$ cat src/rtl/core/vrt_pkg.sv
// Shared types and codes for the voxel ray traversal unit.
package vrt_pkg;

  // Entry face axis codes.
  localparam logic [1:0] AXIS_X    = 2'd0;
  localparam logic [1:0] AXIS_Y    = 2'd1;
  localparam logic [1:0] AXIS_Z    = 2'd2;
  localparam logic [1:0] AXIS_NONE = 2'd3;

  typedef enum logic [1:0] {
    ST_IDLE,
    ST_DELTA,
    ST_FIRST,
    ST_WALK
  } vrt_state_e;

  // Commands from the controller to the datapath.
  typedef struct packed {
    logic load;       // capture a new ray and start the step-size divisions
    logic div_step;   // one quotient bit on every lane
    logic div_end;    // final quotient bit of the current division
    logic phase_first;// current division is the first-crossing one
    logic emit;       // send the current voxel and advance the walk
    logic at_limit;   // this voxel is the last one the step limit allows
  } vrt_cmd_t;

  // Status from the datapath to the controller.
  typedef struct packed {
    logic out_free;   // the output register can take an item this cycle
    logic walk_last;  // the voxel being sent ends the ray
  } vrt_status_t;

endpackage

$ cat src/rtl/core/vrt_ctrl.sv
// Controller state machine: sequences divisions and the voxel walk.
module vrt_ctrl #(
  parameter int FRAC_BITS = 8,
  parameter int MAX_STEPS = 64
) (
  input  logic                clk_i,
  input  logic                rst_ni,
  input  logic                in_valid_i,
  output logic                in_stall_o,
  input  vrt_pkg::vrt_status_t status_i,
  output vrt_pkg::vrt_cmd_t    cmd_o
);
  import vrt_pkg::*;

  localparam int QW = FRAC_BITS + 15;
  localparam int BW = $clog2(QW);
  localparam int NW = $clog2(MAX_STEPS + 1);

  vrt_state_e    state_q, state_d;
  logic [BW-1:0] bit_q, bit_d;
  logic [NW-1:0] n_q, n_d;
  logic          bit_end;

  assign bit_end = (bit_q == BW'(QW - 1));

  always_comb begin
    state_d = state_q;
    case (state_q)
      ST_IDLE:  if (in_valid_i) state_d = ST_DELTA;
      ST_DELTA: if (bit_end) state_d = ST_FIRST;
      ST_FIRST: if (bit_end) state_d = ST_WALK;
      ST_WALK:  if (status_i.out_free && status_i.walk_last) state_d = ST_IDLE;
      default:  state_d = ST_IDLE;
    endcase
  end

  always_comb begin
    cmd_o             = '0;
    in_stall_o        = 1'b1;
    cmd_o.at_limit    = (n_q == NW'(MAX_STEPS - 1));
    case (state_q)
      ST_IDLE: begin
        in_stall_o = 1'b0;
        cmd_o.load = in_valid_i;
      end
      ST_DELTA: begin
        cmd_o.div_step = 1'b1;
        cmd_o.div_end  = bit_end;
      end
      ST_FIRST: begin
        cmd_o.div_step    = 1'b1;
        cmd_o.div_end     = bit_end;
        cmd_o.phase_first = 1'b1;
      end
      ST_WALK: cmd_o.emit = status_i.out_free;
      default: in_stall_o = 1'b1;
    endcase
  end

  always_comb begin
    bit_d = bit_q;
    n_d   = n_q;
    if (cmd_o.load) begin
      bit_d = '0;
      n_d   = '0;
    end else if (cmd_o.div_step) begin
      bit_d = bit_end ? '0 : bit_q + 1'b1;
    end else if (cmd_o.emit) begin
      n_d = n_q + 1'b1;
    end
  end

  always_ff @(posedge clk_i or negedge rst_ni) begin
    if (!rst_ni) begin
      state_q <= ST_IDLE;
      bit_q   <= '0;
      n_q     <= '0;
    end else begin
      state_q <= state_d;
      bit_q   <= bit_d;
      n_q     <= n_d;
    end
  end

endmodule

$ cat src/rtl/core/vrt_datapath.sv
// Datapath: per-axis serial dividers, DDA walk registers and output register.
module vrt_datapath #(
  parameter int FRAC_BITS = 8,
  parameter int CELL_BITS = 16
) (
  input  logic                 clk_i,
  input  logic                 rst_ni,
  input  vrt_pkg::vrt_cmd_t     cmd_i,
  output vrt_pkg::vrt_status_t  status_o,
  input  logic signed [23:0]   origin_x_i,
  input  logic signed [23:0]   origin_y_i,
  input  logic signed [23:0]   origin_z_i,
  input  logic signed [15:0]   dir_x_i,
  input  logic signed [15:0]   dir_y_i,
  input  logic signed [15:0]   dir_z_i,
  input  logic [23:0]          max_distance_i,
  input  logic                 out_stall_i,
  output logic                 out_valid_o,
  output logic signed [15:0]   cell_x_o,
  output logic signed [15:0]   cell_y_o,
  output logic signed [15:0]   cell_z_o,
  output logic [1:0]           face_axis_o,
  output logic                 face_negative_o,
  output logic [23:0]          entry_t_o,
  output logic                 truncated_o,
  output logic                 last_o
);
  import vrt_pkg::*;

  localparam int QW = FRAC_BITS + 15;
  localparam int TW = FRAC_BITS + 22;

  logic [CELL_BITS-1:0] cell_q [3];
  logic [FRAC_BITS-1:0] frac_q [3];
  logic                 pos_q  [3];
  logic                 vld_q  [3];
  logic [15:0]          mag_q  [3];
  logic [QW-1:0]        tdel_q [3];
  logic [TW-1:0]        tmax_q [3];
  logic [16:0]          rem_q  [3];
  logic [QW-1:0]        quo_q  [3];
  logic [23:0]          maxd_q;
  logic [TW-1:0]        t_q;
  logic [1:0]           axis_q;
  logic                 neg_q;

  logic signed [23:0]   org   [3];
  logic signed [15:0]   dir   [3];
  logic [16:0]          trial [3];
  logic [16:0]          rem_n [3];
  logic [QW-1:0]        quo_n [3];
  logic [QW-1:0]        num_first [3];

  logic                 out_valid_q;
  logic [15:0]          ocell_q [3];
  logic [1:0]           oaxis_q;
  logic                 oneg_q;
  logic [23:0]          ot_q;
  logic                 otrunc_q;
  logic                 olast_q;

  logic       x_before_y, x_before_z, y_before_z, none_valid;
  logic [1:0] sel;
  logic [TW-1:0] new_t;
  logic       beyond;

  assign org[0] = origin_x_i;
  assign org[1] = origin_y_i;
  assign org[2] = origin_z_i;
  assign dir[0] = dir_x_i;
  assign dir[1] = dir_y_i;
  assign dir[2] = dir_z_i;

  // One restoring division bit per lane per cycle.
  always_comb begin
    for (int a = 0; a < 3; a++) begin
      trial[a] = {rem_q[a][15:0], quo_q[a][QW-1]};
      if (trial[a] >= {1'b0, mag_q[a]}) begin
        rem_n[a] = trial[a] - {1'b0, mag_q[a]};
        quo_n[a] = {quo_q[a][QW-2:0], 1'b1};
      end else begin
        rem_n[a] = trial[a];
        quo_n[a] = {quo_q[a][QW-2:0], 1'b0};
      end
      if (pos_q[a]) begin
        num_first[a] = QW'((FRAC_BITS+1)'(1 << FRAC_BITS) - {1'b0, frac_q[a]}) << 14;
      end else begin
        num_first[a] = QW'(frac_q[a]) << 14;
      end
    end
  end

  // Nearest crossing; strict compares send ties to the later axis: Y wins over X, and Z over both.
  assign x_before_y = vld_q[0] && (!vld_q[1] || tmax_q[0] < tmax_q[1]);
  assign x_before_z = vld_q[0] && (!vld_q[2] || tmax_q[0] < tmax_q[2]);
  assign y_before_z = vld_q[1] && (!vld_q[2] || tmax_q[1] < tmax_q[2]);
  assign none_valid = !vld_q[0] && !vld_q[1] && !vld_q[2];

  always_comb begin
    if (x_before_y) sel = x_before_z ? AXIS_X : AXIS_Z;
    else            sel = y_before_z ? AXIS_Y : AXIS_Z;
  end

  assign new_t  = tmax_q[sel];
  assign beyond = new_t > TW'(maxd_q);

  assign status_o.out_free  = !out_valid_q || !out_stall_i;
  assign status_o.walk_last = none_valid || cmd_i.at_limit || beyond;

  always_ff @(posedge clk_i) begin
    if (cmd_i.load) begin
      for (int a = 0; a < 3; a++) begin
        logic signed [47:0] oext;
        oext       = 48'(org[a]);
        cell_q[a] <= oext[FRAC_BITS +: CELL_BITS];
        frac_q[a] <= org[a][FRAC_BITS-1:0];
        pos_q[a]  <= !dir[a][15] && (dir[a] != 16'sd0);
        mag_q[a]  <= dir[a][15] ? 16'(-dir[a]) : 16'(dir[a]);
        vld_q[a]  <= (dir[a] != 16'sd0);
        rem_q[a]  <= '0;
        quo_q[a]  <= QW'(1) << (FRAC_BITS + 14);
      end
      maxd_q <= max_distance_i;
      t_q    <= '0;
      axis_q <= AXIS_NONE;
      neg_q  <= 1'b0;
    end else if (cmd_i.div_step) begin
      for (int a = 0; a < 3; a++) begin
        if (cmd_i.div_end && !cmd_i.phase_first) begin
          tdel_q[a] <= quo_n[a];
          rem_q[a]  <= '0;
          quo_q[a]  <= num_first[a];
        end else begin
          rem_q[a] <= rem_n[a];
          quo_q[a] <= quo_n[a];
          if (cmd_i.div_end) tmax_q[a] <= TW'(quo_n[a]);
        end
      end
    end else if (cmd_i.emit) begin
      cell_q[sel] <= pos_q[sel] ? cell_q[sel] + 1'b1 : cell_q[sel] - 1'b1;
      neg_q       <= pos_q[sel];
      axis_q      <= sel;
      t_q         <= new_t;
      tmax_q[sel] <= tmax_q[sel] + TW'(tdel_q[sel]);
    end
  end

  // Output register.
  always_ff @(posedge clk_i) begin
    if (cmd_i.emit) begin
      for (int a = 0; a < 3; a++) begin
        logic [CELL_BITS+15:0] cw;
        cw          = {16'b0, cell_q[a]};
        ocell_q[a] <= cw[15:0];
      end
      oaxis_q  <= axis_q;
      oneg_q   <= neg_q;
      ot_q     <= (t_q > TW'(24'hFFFFFF)) ? 24'hFFFFFF : t_q[23:0];
      olast_q  <= status_o.walk_last;
      otrunc_q <= cmd_i.at_limit && !none_valid && !beyond;
    end
  end

  always_ff @(posedge clk_i or negedge rst_ni) begin
    if (!rst_ni) begin
      out_valid_q <= 1'b0;
    end else if (cmd_i.emit) begin
      out_valid_q <= 1'b1;
    end else if (!out_stall_i) begin
      out_valid_q <= 1'b0;
    end
  end

  assign out_valid_o     = out_valid_q;
  assign cell_x_o        = ocell_q[0];
  assign cell_y_o        = ocell_q[1];
  assign cell_z_o        = ocell_q[2];
  assign face_axis_o     = oaxis_q;
  assign face_negative_o = oneg_q;
  assign entry_t_o       = ot_q;
  assign truncated_o     = otrunc_q;
  assign last_o          = olast_q;

endmodule

$ cat src/rtl/core/voxel_ray_traversal_unit.sv
// Top level of the voxel ray traversal unit (3D grid DDA walk).
// Each input item is one ray. Setup runs two restoring divisions on three
// lanes, one quotient bit per cycle: first the step size, then the first
// boundary crossing. The walk then sends one voxel per cycle while the
// output side takes items, up to MAX_STEPS voxels. The next ray is accepted
// in the cycle after the last voxel enters the output register. Each result
// item carries the voxel, its entry face and entry t; last marks the final
// voxel of a ray and truncated marks a walk cut off by the step limit while
// still inside the distance.
module voxel_ray_traversal_unit #(
  parameter int MAX_STEPS = 64,
  parameter int FRAC_BITS = 8,
  parameter int CELL_BITS = 16
) (
  input  logic               clk_i,
  input  logic               rst_ni,
  input  logic               in_valid_i,
  output logic               in_stall_o,
  input  logic signed [23:0] origin_x_i,
  input  logic signed [23:0] origin_y_i,
  input  logic signed [23:0] origin_z_i,
  input  logic signed [15:0] dir_x_i,
  input  logic signed [15:0] dir_y_i,
  input  logic signed [15:0] dir_z_i,
  input  logic [23:0]        max_distance_i,
  output logic               out_valid_o,
  input  logic               out_stall_i,
  output logic signed [15:0] cell_x_o,
  output logic signed [15:0] cell_y_o,
  output logic signed [15:0] cell_z_o,
  output logic [1:0]         face_axis_o,
  output logic               face_negative_o,
  output logic [23:0]        entry_t_o,
  output logic               truncated_o,
  output logic               last_o
);
  import vrt_pkg::*;

  vrt_cmd_t    cmd;
  vrt_status_t status;

  vrt_ctrl #(
    .FRAC_BITS(FRAC_BITS),
    .MAX_STEPS(MAX_STEPS)
  ) u_ctrl (
    .clk_i     (clk_i),
    .rst_ni    (rst_ni),
    .in_valid_i(in_valid_i),
    .in_stall_o(in_stall_o),
    .status_i  (status),
    .cmd_o     (cmd)
  );

  vrt_datapath #(
    .FRAC_BITS(FRAC_BITS),
    .CELL_BITS(CELL_BITS)
  ) u_datapath (
    .clk_i          (clk_i),
    .rst_ni         (rst_ni),
    .cmd_i          (cmd),
    .status_o       (status),
    .origin_x_i     (origin_x_i),
    .origin_y_i     (origin_y_i),
    .origin_z_i     (origin_z_i),
    .dir_x_i        (dir_x_i),
    .dir_y_i        (dir_y_i),
    .dir_z_i        (dir_z_i),
    .max_distance_i (max_distance_i),
    .out_stall_i    (out_stall_i),
    .out_valid_o    (out_valid_o),
    .cell_x_o       (cell_x_o),
    .cell_y_o       (cell_y_o),
    .cell_z_o       (cell_z_o),
    .face_axis_o    (face_axis_o),
    .face_negative_o(face_negative_o),
    .entry_t_o      (entry_t_o),
    .truncated_o    (truncated_o),
    .last_o         (last_o)
  );

endmodule

$ cat config.mk
export PLATFORM = sky130hd
export DESIGN_NAME = voxel_ray_traversal_unit
export DESIGN_NICKNAME = d
export VERILOG_FILES = /design/src/rtl/core/vrt_pkg.sv /design/src/rtl/core/vrt_ctrl.sv /design/src/rtl/core/vrt_datapath.sv /design/src/rtl/core/voxel_ray_traversal_unit.sv
export SDC_FILE = /design/constraint.sdc
export NUM_CORES = 1
export LEC_CHECK = 0
export BUFFER_PORTS_ARGS = -buffer_cell sky130_fd_sc_hd__buf_2
export CAP_MARGIN = 20
export CORE_MARGIN = 2
export CORE_UTILIZATION = 24
export DETAILED_ROUTE_END_ITERATION = 12
export PLACE_DENSITY = 0.5
export SYNTH_ARGS = -nofsm -noshare
export SYNTH_HDL_FRONTEND = slang
export SYNTH_SLANG_ARGS = --single-unit
$ cat constraint.sdc
create_clock -name clk_i -period 5.5 [get_ports clk_i]
set_clock_uncertainty 0.1 [all_clocks]
set_input_delay 0.275 -clock clk_i [delete_from_list [all_inputs] [get_ports clk_i]]
set_output_delay 0.275 -clock clk_i [all_outputs]
set_load 0.05 [all_outputs]
# After elaboration in Yosys (flattened, before gate mapping)
# Memory sizes are Yosys's and may differ from the RTL's.
# Index checks and enable logic that the tools add are counted.
# W data, S select, Z words.
[word_totals]
in_bits = 148
output_inout_bits = 79
regBits = 101
mem_bits_rw = 453
n_memories = 10
wordCells = 182
[op_classes]
magnitude_cmp = 8
muxes = 72
add_sub_neg = 14
n_eq_ne = 11
reduce_logical = 41
bitwise = 13
[memory_table]
columns = ["memory", "depth", "word_bits", "rd", "rd_clocked_by_memory_dff", "write_ports", "line", "rtl"]
rows = [
  ["u_datapath.tmax_q", 3, 30, 4, 0, 3, "vrt_datapath.sv:39", "logic [TW-1:0] tmax_q [3];"],
  ["u_datapath.quo_q", 3, 23, 3, 0, 3, "vrt_datapath.sv:41", "logic [QW-1:0] quo_q [3];"],
  ["u_datapath.tdel_q", 3, 23, 1, 0, 3, "vrt_datapath.sv:38", "logic [QW-1:0] tdel_q [3];"],
  ["u_datapath.rem_q", 3, 17, 3, 0, 3, "vrt_datapath.sv:40", "logic [16:0] rem_q [3];"],
  ["u_datapath.cell_q", 3, 16, 4, 0, 3, "vrt_datapath.sv:33", "logic [CELL_BITS-1:0] cell_q [3];"],
  ["u_datapath.mag_q", 3, 16, 3, 0, 3, "vrt_datapath.sv:37", "logic [15:0] mag_q [3];"],
  ["+4 memories", "--", "--", "--", "--", "--", "--", ""],
]
[ops]
columns = ["op", "n"]
rows = [
  ["$mux W23", 9],
  ["$mux W17", 9],
  ["$lt A30 B30 Y1", 3],
  ["$mux W16", 5],
  ["$ge A17 B16 Y1", 3],
  ["$sub A17 B16 Y17", 3],
  ["$neg A16 Y16", 3],
  ["$reduce_bool A16 Y1", 3],
  ["$mux W1", 31],
  ["$add A30 B23 Y30", 1],
  ["$gt A30 B24 Y1", 1],
  ["$gt A30 B24 Y1 const B", 1],
  ["$mux W30", 1],
  ["$reduce_or A30 Y1", 1],
  ["$sub A9 B8 Y9 const A", 3],
  ["$mux W7", 3],
  ["$mux W2", 10],
  ["$add A16 B1 Y16 const B", 1],
  ["$reduce_or A16 Y1", 1],
  ["$sub A16 B1 Y16 const B", 1],
  ["$mux W5", 3],
  ["$logic_and A1 B1 Y1", 12],
  ["$or A1 B1 Y1", 12],
  ["$logic_not A1 Y1", 11],
  ["16 further kinds", 28],
]

# Depth between registers and ports, before layout
# Gate-level depths: netlist of run 1.
# An unclocked memory read counts as a cell.
[depth]
depth_word = 11
ltp_mapped = 28
ltp_nobuf = 24

# Modules after synthesis
# A second synthesis of run 1 with hierarchy kept.
[unflattened]
cells_unflattened = 2674
hier_area_um2 = 29462.0
[by_module_without_submodules]
columns = ["mod", "seq_area_each_um2", "area_per_inst_um2", "instances", "cells_per_inst"]
rows = [
  ["vrt_datapath", 15790.1, 28604.9, 1, 2588],
  ["vrt_ctrl", 350.3, 857.1, 1, 86],
]

# Worst setup path before layout of run 1
# Ideal clock, no wire load.
[synth_timing]
path_kind = "register to register"
start = "memory u_datapath.tmax_q[1][28] in the netlist's numbering"
end = "memory u_datapath.tmax_q[1][26] in the netlist's numbering (data pin)"
path_slack_ns = -0.187
n_path_buf = 5
period_less_slack_ns = 5.687
path_stages_with_launch = 27
t_arrival_ns = 5.322
required_time_ns = 5.135
setup_time_ns = 0.265
path_cell_list = "edfxtp_1 > ha_1 > nand4_1 > or4_1 > nor3_1 > a32o_1 > buf_4 > or2_1 > buf_4 > buf_2 > clkbuf_1 > clkbuf_1 > a21oi_1 > ha_1 > inv_1 > fa_1 > nor2b_1 > o21a_1 > o21ai_0 > nand2b_1 > a31oi_1 > o21ai_0 > a211o_1 > a31oi_1 > and4b_1 > xnor2_1 > nor2_1"
[synth_rtl]
columns = ["item", "line"]
rows = [
  ["from (decl)", "vrt_datapath.sv:39"],
]

==> results of run 1 <==
[layout make-up]
cell class / count / area [um2]
fill: 12800 / 84100
clock inverter: 39 / 531
sequential: 551 / 16100
multi-input combinational: 1884 / 13200
tap: 1637 / 2050
antenna: 2 / 5.00
inverter: 201 / 759
clock buffer: 82 / 1820
timing repair buffer: 664 / 4990
[critical path, cell delays in order, from the launching register on]
cell and delay [ps]:
edfxtp_1 470, ha_1 350, nand4_1 200, nor4_4 400, nand2_1 140, a31oi_4 230, o211ai_4 140, or2_4 300
buf_12 150, buf_4 160, o22ai_1 130, a21oi_1 80, ha_2 190, or3_4 390, o21a_1 230, nand4_1 180
a21boi_2 90, o21a_1 190, or2_2 280, a21o_1 190, a21oi_2 160, xnor2_2 90, mux2_2 270
[cell usage after synthesis, types with 8 or more instances]
library cell | instances | share of area
edfxtp_1 | 503 | 0.51
nand2_1 | 353 | 0.044
a21oi_1 | 217 | 0.036
ha_1 | 210 | 0.088
nor2_1 | 203 | 0.026
inv_1 | 199 | 0.025
o21ai_0 | 129 | 0.022
xnor2_1 | 91 | 0.027
mux2i_1 | 84 | 0.028
clkbuf_1 | 68 | 0.0085
nor3_1 | 54 | 0.0091
mux2_2 | 45 | 0.017
and2_1 | 44 | 0.0092
nand3_1 | 34 | 0.0057
dfxtp_1 | 33 | 0.022
xor2_1 | 31 | 0.0091
a21o_1 | 30 | 0.0075
nand2b_1 | 29 | 0.0061
or2_2 | 29 | 0.0061
nand4_1 | 27 | 0.0057
o22ai_1 | 25 | 0.0052
nor2b_1 | 24 | 0.0050
nor4_1 | 16 | 0.0034
or3_1 | 16 | 0.0034
a211oi_1 | 15 | 0.0038
dfrtp_1 | 15 | 0.013
o31ai_1 | 12 | 0.0030
a21boi_0 | 11 | 0.0028
o41ai_1 | 11 | 0.0032
o21a_1 | 10 | 0.0025
and3_1 | 9 | 0.0019
buf_2 | 9 | 0.0015
o21bai_1 | 9 | 0.0023
buf_1 | 8 | 0.0010
o2111ai_1 | 8 | 0.0023
o211ai_1 | 8 | 0.0020
[routing by layer]
metal,routed length (um),global-route usage
met4,2140,0.0356
met3,3590,0.0181
met1,40400,0.183
met2,42900,0.232
met5,0,0
[kinds of logic after synthesis]
| group | after synthesis | share of synthesized area |
|---|---|---|
| simple gates | 866 | 0.134 |
| xor+xnor | 122 | 0.0358 |
| fa+ha+maj | 215 | 0.0914 |
| buf+inv | 290 | 0.0375 |
| flops | 551 | 0.541 |
| mux | 131 | 0.0460 |
| compound gates | 549 | 0.115 |
[registers in the layout, indices dropped and copies added (netlist names), 5 cells and up]
signal / count
u_datapath.t_q: 30
u_datapath.quo_q: 69
u_ctrl.bit_q: 5
u_datapath.maxd_q: 24
u_datapath.mag_q: 48
u_ctrl.n_q: 7
u_datapath.frac_q: 24
u_datapath.tdel_q: 69
u_datapath.tmax_q: 90
u_datapath.entry_t_o: 24
u_datapath.rem_q: 48
u_datapath.cell_q: 48
u_datapath.ocell_q: 48
[power groups by stage]
stage	Clock, W	Combinational, W	Sequential [W]
floorplan	0	0.000763	0.00479
global placement	0	0.00122	0.00480
detailed placement	0	0.00122	0.00480
CTS	0.00490	0.00134	0.00472
global route	0.00506	0.00156	0.00472
finish	0.00476	0.00141	0.00472
[through the flow]
step                      instance area [um2]  setup slack [ps]  utilization
after floorplan                         29900              14.2            -
after global placement                  34500              -386        0.279
after CTS                               38600             0.499        0.313
after global routing                    39500             -25.9        0.319
final                                   39500               114        0.319
after detailed placement                34500              -438        0.279
[worst paths after layout]
check / start / endpoint / slack (ps) / depth (start not counted)
worst min register to register: u_datapath.axis_q[0] / u_datapath.face_axis_o[0] / 330 / 0
worst min-delay path: rst_ni / u_ctrl.n_q[3] / 50 / 2
min in group clk_i: dir_y_i[15] / u_datapath.mag_q[0][19] / 50 / 3
worst max register to register: u_datapath.tmax_q[0][19] / u_datapath.tmax_q[0][19] / 110 / 22
max in group asynchronous: rst_ni / u_ctrl.n_q[6] / 4970 / 2
worst max-delay path: u_datapath.tmax_q[0][19] / u_datapath.tmax_q[0][19] / 110 / 22
[cells in the final DEF (no fill, tap or decap), types with 45 or more instances in the layout]
cell type      count
mux2i_1           80
edfxtp_1         503
dlygate4sd3_1    165
nor3_1            48
clkbuf_16         72
a21oi_1          181
buf_4            255
inv_1            198
o21ai_0          115
ha_1             204
nand2_1          353
xnor2_1           85
nor2_1           196
mux2_2            45
buf_2            226
[repair_timing]
item	in CTS	in global routing
cloned	0	2
hold endpoints to repair	163	0
pin swaps	6	43
setup endpoints to repair	31	47
hold buffers	165	0
resized for setup	30	110
setup buffers	0	41
==> results_dict.tcl, run 1 <==
set metrics [dict create \
    placement.io_buffers 226 \
    fmaxAchievable_mhz 186 \
    post-layout-total-power_w 0.0109 \
    mappedNetlistNets 3087 \
    count_of_final_hold_check_violations 0 \
    critPathKind "flip-flop to flip-flop" \
    antenna_found_initial 3 \
    grt_pass1_vias 22400 \
    largest_net_degree_at_the_start_of_global_routing 111 \
    drv_cap 0 \
    io_pins 227 \
    instances_no_fill 5060 \
    peakVddDrop_uv 185 \
    fin_setup_tns_ps 0 \
    cp_max_fo 6 \
    drc 0 \
    synthesis.area_um2 29900 \
    timing.hold.ws_ps 50.7 \
    slew_viol_final 0 \
    dieArea_um2 127000 \
    routed-via-count 22400 \
    grt_remaining_overflow 0 \
    finalSetupViolations 0 \
    routedWlPerCell_um 17.6 \
    grt_first_pass_wirelength_um 134000 \
    postRouteAntennaNets 0 \
    cp_data_required_time_ps 5770 \
    worst_slew_pin_slew_ps 845 \
    syn_avg_cell_area_um2 11.0 \
    worstSetupStartpointType "flip-flop" \
    die_height_um 357 \
    setup_repair_after_global_routing_missed_its_margin "true" \
    initial_core_util 0.241 \
    relative_area_change_from_synthesis_to_final_layout_pct 32.3 \
    power.density_nw_per_um2 275 \
    p_sw_frac 0.243 \
    wl_um 89000 \
    first_pass_iters 7 \
    status "finished clean" \
    tritoncts.num_buffers 69 \
    clock_input_transition_at_the_sequential_cells_of_the_worst_setup_and_hold_paths_ps 60 \
    nNetsFinal 3734 \
    clock_tree_buf_depth 3 \
    internal_power_summed_over_all_cells_w 0.00824 \
    post_synth_num_cell_types 85 \
    finalCritPeriodShare 0.979 \
    worst_skew_pair.late_latency_ps 630 \
    cts.sinks 551 \
    synth.yosys.warnings 0 \
    yosysSeqAreaShare 0.541 \
    max-slew-margin-rel 0.437 \
    die_width_um 357 \
    hold_path_class "input pin to async pin" \
    clock_power_share 0.437 \
    final_weighted_congestion_in_routability_driven_placement 0.869 \
    cts.root.buffer_cell "clkbuf_16" \
    combinationalPowerShare 0.129 \
    cts_htree_levels 3 \
    place_inst 4729 \
    postSynth.asyncResetShare 0.0272 \
    synthesized_instance_count 2724 \
    ys_ff_latch 551 \
    cp-end-kind "flip-flop" \
    worst_ep_arrival_time_ps 5660 \
    core_area_um2 124000 \
    dp_hpwl_um 65200 \
    total_leakage_power_nw 16.2 \
    cts_tree "yes" \
    seqPwrFrac 0.434 \
    post_route_cells_drive_above_1_share 0.237 \
    net-switching-power_w 0.00264 \
    synth_flop_cell "edfxtp_1" \
    grt.total_usage 0.137 \
    layout_min_cycle_time_ps 5390 \
    row_count 129 \
    synth_enable_flop_cells 503 \
    detailedRoute.firstIterationViolations 1370 \
    vias_per_cell 4.43 \
]
Note: power is estimated with default switching activity, not from simulation.
==> run 2: changes to the inputs <==
Settings changed: ABC_AREA set to 1.
==> results_dict.tcl, run 2 <==
set metrics [dict create \
    first_pass_iters 5 \
    synth_top_cells_by_count "nand2_1 (711), edfxtp_1 (503), inv_1 (389), ha_1 (210), o21ai_0 (209)" \
    layout_min_cycle_time_ps 5120 \
    cts.root.buffer_cell "clkbuf_16" \
    wl_um 87200 \
    num-fill-cells 12700 \
    worst_skew_pair.late_latency_ps 630 \
    placement.io_buffers 226 \
    worst_slew_pin_slew_ps 1030 \
    postSynth.asyncResetShare 0.0272 \
    timing.critical_path.max_delay_family "compound AO/OA/AOI/OAI gates" \
    routedWlPerCell_um 16.9 \
    critical_path.max_stage_delay_ps 470 \
    drc 0 \
    grt_remaining_overflow 0 \
    worstPathBufferInverterCount 3 \
    worst_ep_arrival_time_ps 5360 \
    seqPwrFrac 0.355 \
    grt.total_usage 0.135 \
    yosysSeqAreaShare 0.545 \
    grt_pass1_vias 22400 \
    post_cts.repair.setup_buffers 0 \
    final_weighted_congestion_in_routability_driven_placement 0.870 \
    drv_cap 0 \
    clock_power_share 0.232 \
    layout.core_utilization 0.303 \
    layout_common_cells "nand2_1 (702), edfxtp_1 (503), inv_1 (382)" \
    worstSetupStartpointType "flip-flop" \
    biggestRegsByFlops "u_datapath.tmax_q: 90 flops, u_datapath.quo_q: 69 flops, u_datapath.tdel_q: 69 flops" \
    max-slew-margin-rel 0.311 \
    post_synth_num_cell_types 62 \
    core_area_um2 122000 \
    count_of_final_hold_check_violations 0 \
    p_sw_frac 0.409 \
    cp_max_fo 26 \
    synthesis.area_um2 29600 \
    clock_input_transition_at_the_sequential_cells_of_the_worst_setup_and_hold_paths_ps 60 \
    clock_tree_buf_depth 3 \
    vias_per_cell 4.37 \
    synth_area_leader_cell "edfxtp_1" \
    grt_first_pass_wirelength_um 132000 \
    timing.critical_path.slowest_stage_cell "edfxtp_1" \
    die_height_um 355 \
    dieArea_um2 126000 \
    layout_setup_ws_ps 377 \
    fmaxAchievable_mhz 195 \
    hold_path_class "input pin to flip-flop" \
    peakVddDrop_uv 394 \
    cp_data_required_time_ps 5740 \
    synth_flop_cell "edfxtp_1" \
    row_count 128 \
    syn_avg_cell_area_um2 9.70 \
    nNetsFinal 3858 \
    ys_ff_latch 551 \
    combinationalPowerShare 0.414 \
    setup_repair_after_global_routing_missed_its_margin "false" \
    synth.yosys.warnings 0 \
    finalSetupViolations 0 \
    cp_common_cell "nand2_1" \
    synth_top_cells_by_area "edfxtp_1 (51%), nand2_1 (9.0%), ha_1 (8.9%)" \
    post-layout-total-power_w 0.0194 \
    critPathKind "flip-flop to flip-flop" \
    die_width_um 355 \
    dpl_worst_slack_ps 240 \
    post_route_cells_drive_above_1_share 0.140 \
    antenna_found_initial 4 \
    routed-via-count 22600 \
    total_leakage_power_nw 15.5 \
    largest_reg_flops 90 \
    cts_tree "yes" \
    cp-end-kind "flip-flop" \
    detailedRoute.firstIterationViolations 1513 \
    largest_net_degree_at_the_start_of_global_routing 73 \
    cts_htree_levels 3 \
    dp_hpwl_um 61700 \
    net-switching-power_w 0.00794 \
    synth.top_cell.area_share 0.510 \
    mappedNetlistNets 3418 \
    cts.sinks 551 \
    slew_viol_final 0 \
    yosys.cell_count.top_type "nand2_1" \
    power.density_nw_per_um2 525 \
    tritoncts.num_buffers 67 \
    synthesized_instance_count 3055 \
    status "finished clean" \
    postRouteAntennaNets 0 \
    largest-register "u_datapath.tmax_q" \
    fin_setup_tns_ps 0 \
    finalCritPeriodShare 0.931 \
    relative_area_change_from_synthesis_to_final_layout_pct 24.9 \
    io_pins 227 \
    initial_core_util 0.243 \
    internal_power_summed_over_all_cells_w 0.0115 \
    synth_enable_flop_cells 503 \
    layout.cells.most_common "nand2_1" \
]
[run 2: changes by cell type after synthesis, moves of 29 or more]
cell	change
xor2_1	+40
nand2_1	+358
and2_1	-44
xnor2_1	-42
o21ai_0	+80
a31oi_1	+42
nand3_1	+41
nand2b_1	-29
mux2i_1	-84
mux2_2	-45
inv_1	+190
[run 2: area by class of cell]
| cell class | count | area [um2] | share of cell area |
|---|---|---|---|
| Sequential cell | 551 | 16100 | 0.436 |
| Multi-Input combinational cell | 2014 | 11800 | 0.318 |
| Timing Repair Buffer | 458 | 3320 | 0.0898 |
| Tap cell | 1625 | 2030 | 0.0549 |
| Clock buffer | 88 | 1770 | 0.0477 |
| Inverter | 403 | 1530 | 0.0415 |
| Clock inverter | 33 | 430 | 0.0116 |
| Antenna cell | 1 | 2.50 | 0.0000676 |
[run 2: logic make-up (layout without fill, tap and decap cells)]
kind of cell    Yosys count  count (layout)  share of synthesized area
simple gates           1119            1119                      0.159
compound gates          557             557                      0.104
flops                   551             551                      0.545
buf+inv                 490             982                     0.0641
fa+ha+maj               215             215                     0.0920
xor+xnor                123             123                     0.0371
other cells               0               1                          0
[run 2: power groups by stage]
| stage | clock (W) | combinational [W] | sequential [W] |
|---|---|---|---|
| final | 0.00450 | 0.00803 | 0.00689 |
| after detailed placement | 0 | 0.00793 | 0.00698 |
| after CTS | 0.00464 | 0.00805 | 0.00690 |
| after global routing | 0.00479 | 0.00900 | 0.00701 |
| after floorplan | 0 | 0.00507 | 0.00735 |
| after global placement | 0 | 0.00788 | 0.00696 |
[run 2: timing repair]
item	4_1_cts	5_1_grt
gates resized for setup	0	8
hold buffers	161	0
hold endpoints to repair	167	0
setup endpoints to repair	0	17
[run 2: path summary, 6_finish.rpt]
path / to / cells past startpoint / slack (ps) / from
min in group asynchronous: u_datapath.out_valid_o / 3 / 530 / rst_ni
max reg2reg: u_datapath.tmax_q[2][19] / 27 / 380 / u_datapath.tmax_q[0][28]
min: u_ctrl.state_q[1] / 5 / 60 / in_valid_i
min reg2reg: u_datapath.face_axis_o[1] / 0 / 330 / u_datapath.axis_q[1]
max in group asynchronous: u_ctrl.bit_q[2] / 4 / 3840 / rst_ni
max: u_datapath.tmax_q[2][19] / 27 / 380 / u_datapath.tmax_q[0][28]
[run 2: tightest hold or removal path, delay by kind of cell]
kind | cells | cell delay, ps
AOI/OAI and AO/OA | 1 | 80
buffers and inverters | 1 | 120
and+or+nand+nor | 3 | 250
[run 2: layer usage]
layer / up-vias / wire, um / GRT usage
met1: 10700 / 41200 / 0.188
met5: - / 13 / 0
met4: 2 / 2090 / 0.0386
met3: 121 / 4240 / 0.0206
li1: 11300 / - / -
met2: 497 / 39700 / 0.218
[run 2: metrics by stage]
stage | instance area [um2] | cells | hold WS [ps]
2_1_floorplan | 30000 | 3055 | -121
3_3_place_gp | 33100 | 4888 | 126
3_5_place_dp | 33100 | 4888 | 128
4_1_cts | 36900 | 5170 | 25.0
5_1_grt | 37000 | 5172 | 61.7
6_report | 37000 | 5173 | 64.2
==> run 3: changes to the inputs <==
Settings changed: CORE_UTILIZATION 24 to 50, PLACE_DENSITY 0.5 to 0.81.
==> results_dict.tcl, run 3 (synthesized netlist as in run 2, its figures left out) <==
set metrics [dict create \
    status "finished clean" \
    worstSetupStartpointType "flip-flop" \
    drc 0 \
    critPathKind "flip-flop to flip-flop" \
    regToRegEndpoint "u_datapath.cell_q[0][13]" \
    biggestRegsByFlops "u_datapath.tmax_q: 90 flops, u_datapath.quo_q: 69 flops, u_datapath.tdel_q: 69 flops" \
    nNetsFinal 3812 \
    wl_um 77500 \
    layout_min_cycle_time_ps 5260 \
    cp_max_fo 46 \
    timing.hold.worst_endpoint "u_ctrl.state_q[1]" \
    vias_per_cell 5.47 \
    fmaxAchievable_mhz 190 \
    layout.cell_area.non_filler_um2 35500 \
    finalSetupViolations 0 \
    postRouteAntennaNets 0 \
    die_height_um 247 \
    place_inst 4009 \
    slew_viol_final 0 \
    first_pass_iters 8 \
    grt_first_pass_wirelength_um 121000 \
    routedWlPerCell_um 18.2 \
    clock_tree_buf_depth 3 \
    grt_pass1_vias 22900 \
    largest-register "u_datapath.tmax_q" \
    instances_no_fill 4268 \
    fin_setup_tns_ps 0 \
    antenna_found_initial 0 \
    timing.hold.ws_ps 41.6 \
    grt_remaining_overflow 0 \
    timing.reg2reg.setup_slack_ps 240 \
    r2r_start "u_datapath.tmax_q[1][13]" \
    peakVddDrop_uv 491 \
    clock_input_transition_at_the_sequential_cells_of_the_worst_setup_and_hold_paths_ps 70 \
    timing.reg2reg.worst_path_depth 23 \
    layout_common_cells "nand2_1 (702), edfxtp_1 (503), inv_1 (382)" \
    wirelength_met1_um 31800 \
    dpl_worst_slack_ps 273 \
    num-fill-cells 4689 \
    tritoncts.num_buffers 55 \
    die_width_um 247 \
    drv_cap 0 \
    largest_net_degree_at_the_start_of_global_routing 66 \
    detailedRoute.firstIterationViolations 2365 \
    count_of_final_hold_check_violations 0 \
    diode_insertion_count_for_antenna_repair 0 \
    placement.io_buffers 226 \
    relative_area_change_from_synthesis_to_final_layout_pct 19.7 \
    io_pins 227 \
    worst_slew_pin_slew_ps 1010 \
    max-slew-margin-rel 0.328 \
    grt.total_usage 0.253 \
    cts_tree "yes" \
    worst_skew_pair.late_latency_ps 620 \
    layout.cells.most_common "nand2_1" \
    worst_hold_startpoint "in_valid_i" \
    hold_path_class "input pin to flip-flop" \
    dr_wl_met2_um 37000 \
    cts_htree_levels 2 \
    cts.sinks 551 \
    dp_hpwl_um 52200 \
    final_weighted_congestion_in_routability_driven_placement 0.944 \
    routed_wl_met3_um 6140 \
    routed-via-count 23300 \
    worst_ep_arrival_time_ps 5540 \
    cts.root.buffer_cell "clkbuf_16" \
    row_count 89 \
    finalCritPeriodShare 0.956 \
    largest_reg_flops 90 \
    cp-end-kind "flip-flop" \
    dieArea_um2 61200 \
    initial_core_util 0.504 \
    hold_path_depth 5 \
    core_area_um2 58800 \
    total_leakage_power_nw 15.2 \
    post_route_cells_drive_above_1_share 0.133 \
    cp_data_required_time_ps 5780 \
    layout_setup_ws_ps 240 \
    routed.top_layer "met4" \
    power.density_nw_per_um2 532 \
    postPlaceCellArea_um2 31900 \
]
-- run 3: cell types whose count changed in the layout (fill, tap and decap cells not counted), sizes merged --
| cell | change |
|---|---|
| clkinv | -1 |
| clkbuf | -22 |
| dlygate4sd3 | -9 |
| diode | -1 |
| bufinv | +5 |
| buf | -25 |
-- run 3: worst max-delay path: stages, from the launching register on --
cell and delay [ps]:
edfxtp_1 430, ha_1 310, a21oi_1 200, nand2_1 80, a21oi_1 150, nand2_1 130
nand2_1 80, nand2_1 80, a21oi_4 270, nand2_8 170, nand2_4 120, buf_12 220
buf_12 250, o211ai_2 160, nand2_2 360, ha_1 370, a21oi_1 220, inv_1 60
a31oi_1 330, o21ai_0 160, a21boi_0 330, nand3_2 180, nand3_1 140, nand2_1 60
-- run 3: routing by layer --
metal / global-route usage / vias up
li1: - / 11200
met1: 0.333 / 11000
met2: 0.426 / 1006
met3: 0.0382 / 194
met4: 0.0888 / 0
met5: 0 / -
-- run 3: final cells by class --
class / instances / area, um2 / share of cell area
Clock buffer: 66 / 1480 / 0.0417
Clock inverter: 37 / 504 / 0.0142
Inverter: 403 / 1540 / 0.0433
Multi-Input combinational cell: 2014 / 11800 / 0.332
Sequential cell: 551 / 16100 / 0.455
Tap cell: 773 / 967 / 0.0273
Timing Repair Buffer: 424 / 3070 / 0.0865
-- run 3: where the power goes --
part	internal, W	switching (W)
Combinational	0.00240	0.00544
Sequential	0.00635	0.000517
Clock	0.00249	0.00166
Total	0.0112	0.00762
-- run 3: worst max-delay path by stage --
| stage | from | end | slack [ps] |
|---|---|---|---|
| 5_1_grt | u_datapath.tmax_q[2][3] | u_datapath.cell_q[2][14] | -30 |
| 6_report | u_datapath.tmax_q[1][13] | u_datapath.cell_q[0][13] | 240 |
| 3_5_place_dp | u_datapath.tmax_q[1][9] | u_datapath.tmax_q[2][19] | 270 |
| 2_1_floorplan | u_ctrl.state_q[0] | u_datapath.quo_q[2][21] | -1090 |
| 3_3_place_gp | u_datapath.tmax_q[0][5] | u_datapath.tmax_q[2][19] | 360 |
| 4_1_cts | u_datapath.tmax_q[2][25] | u_datapath.tmax_q[2][19] | 240 |
-- run 3: stage by stage --
| stage | util | total power, W |
|---|---|---|
| after CTS | 0.602 | 0.0188 |
| after global routing | 0.603 | 0.0200 |
| after detailed placement | 0.542 | 0.0145 |
| after floorplan | - | 0.0124 |
| after global placement | 0.542 | 0.0143 |
| final | 0.603 | 0.0189 |
-- run 3: what timing repair did --
item	in CTS	in global routing
buffers inserted	0	2
endpoints found under the hold margin	166	0
hold buffers	152	0
endpoints found under the setup margin	0	26
resized for setup	0	10
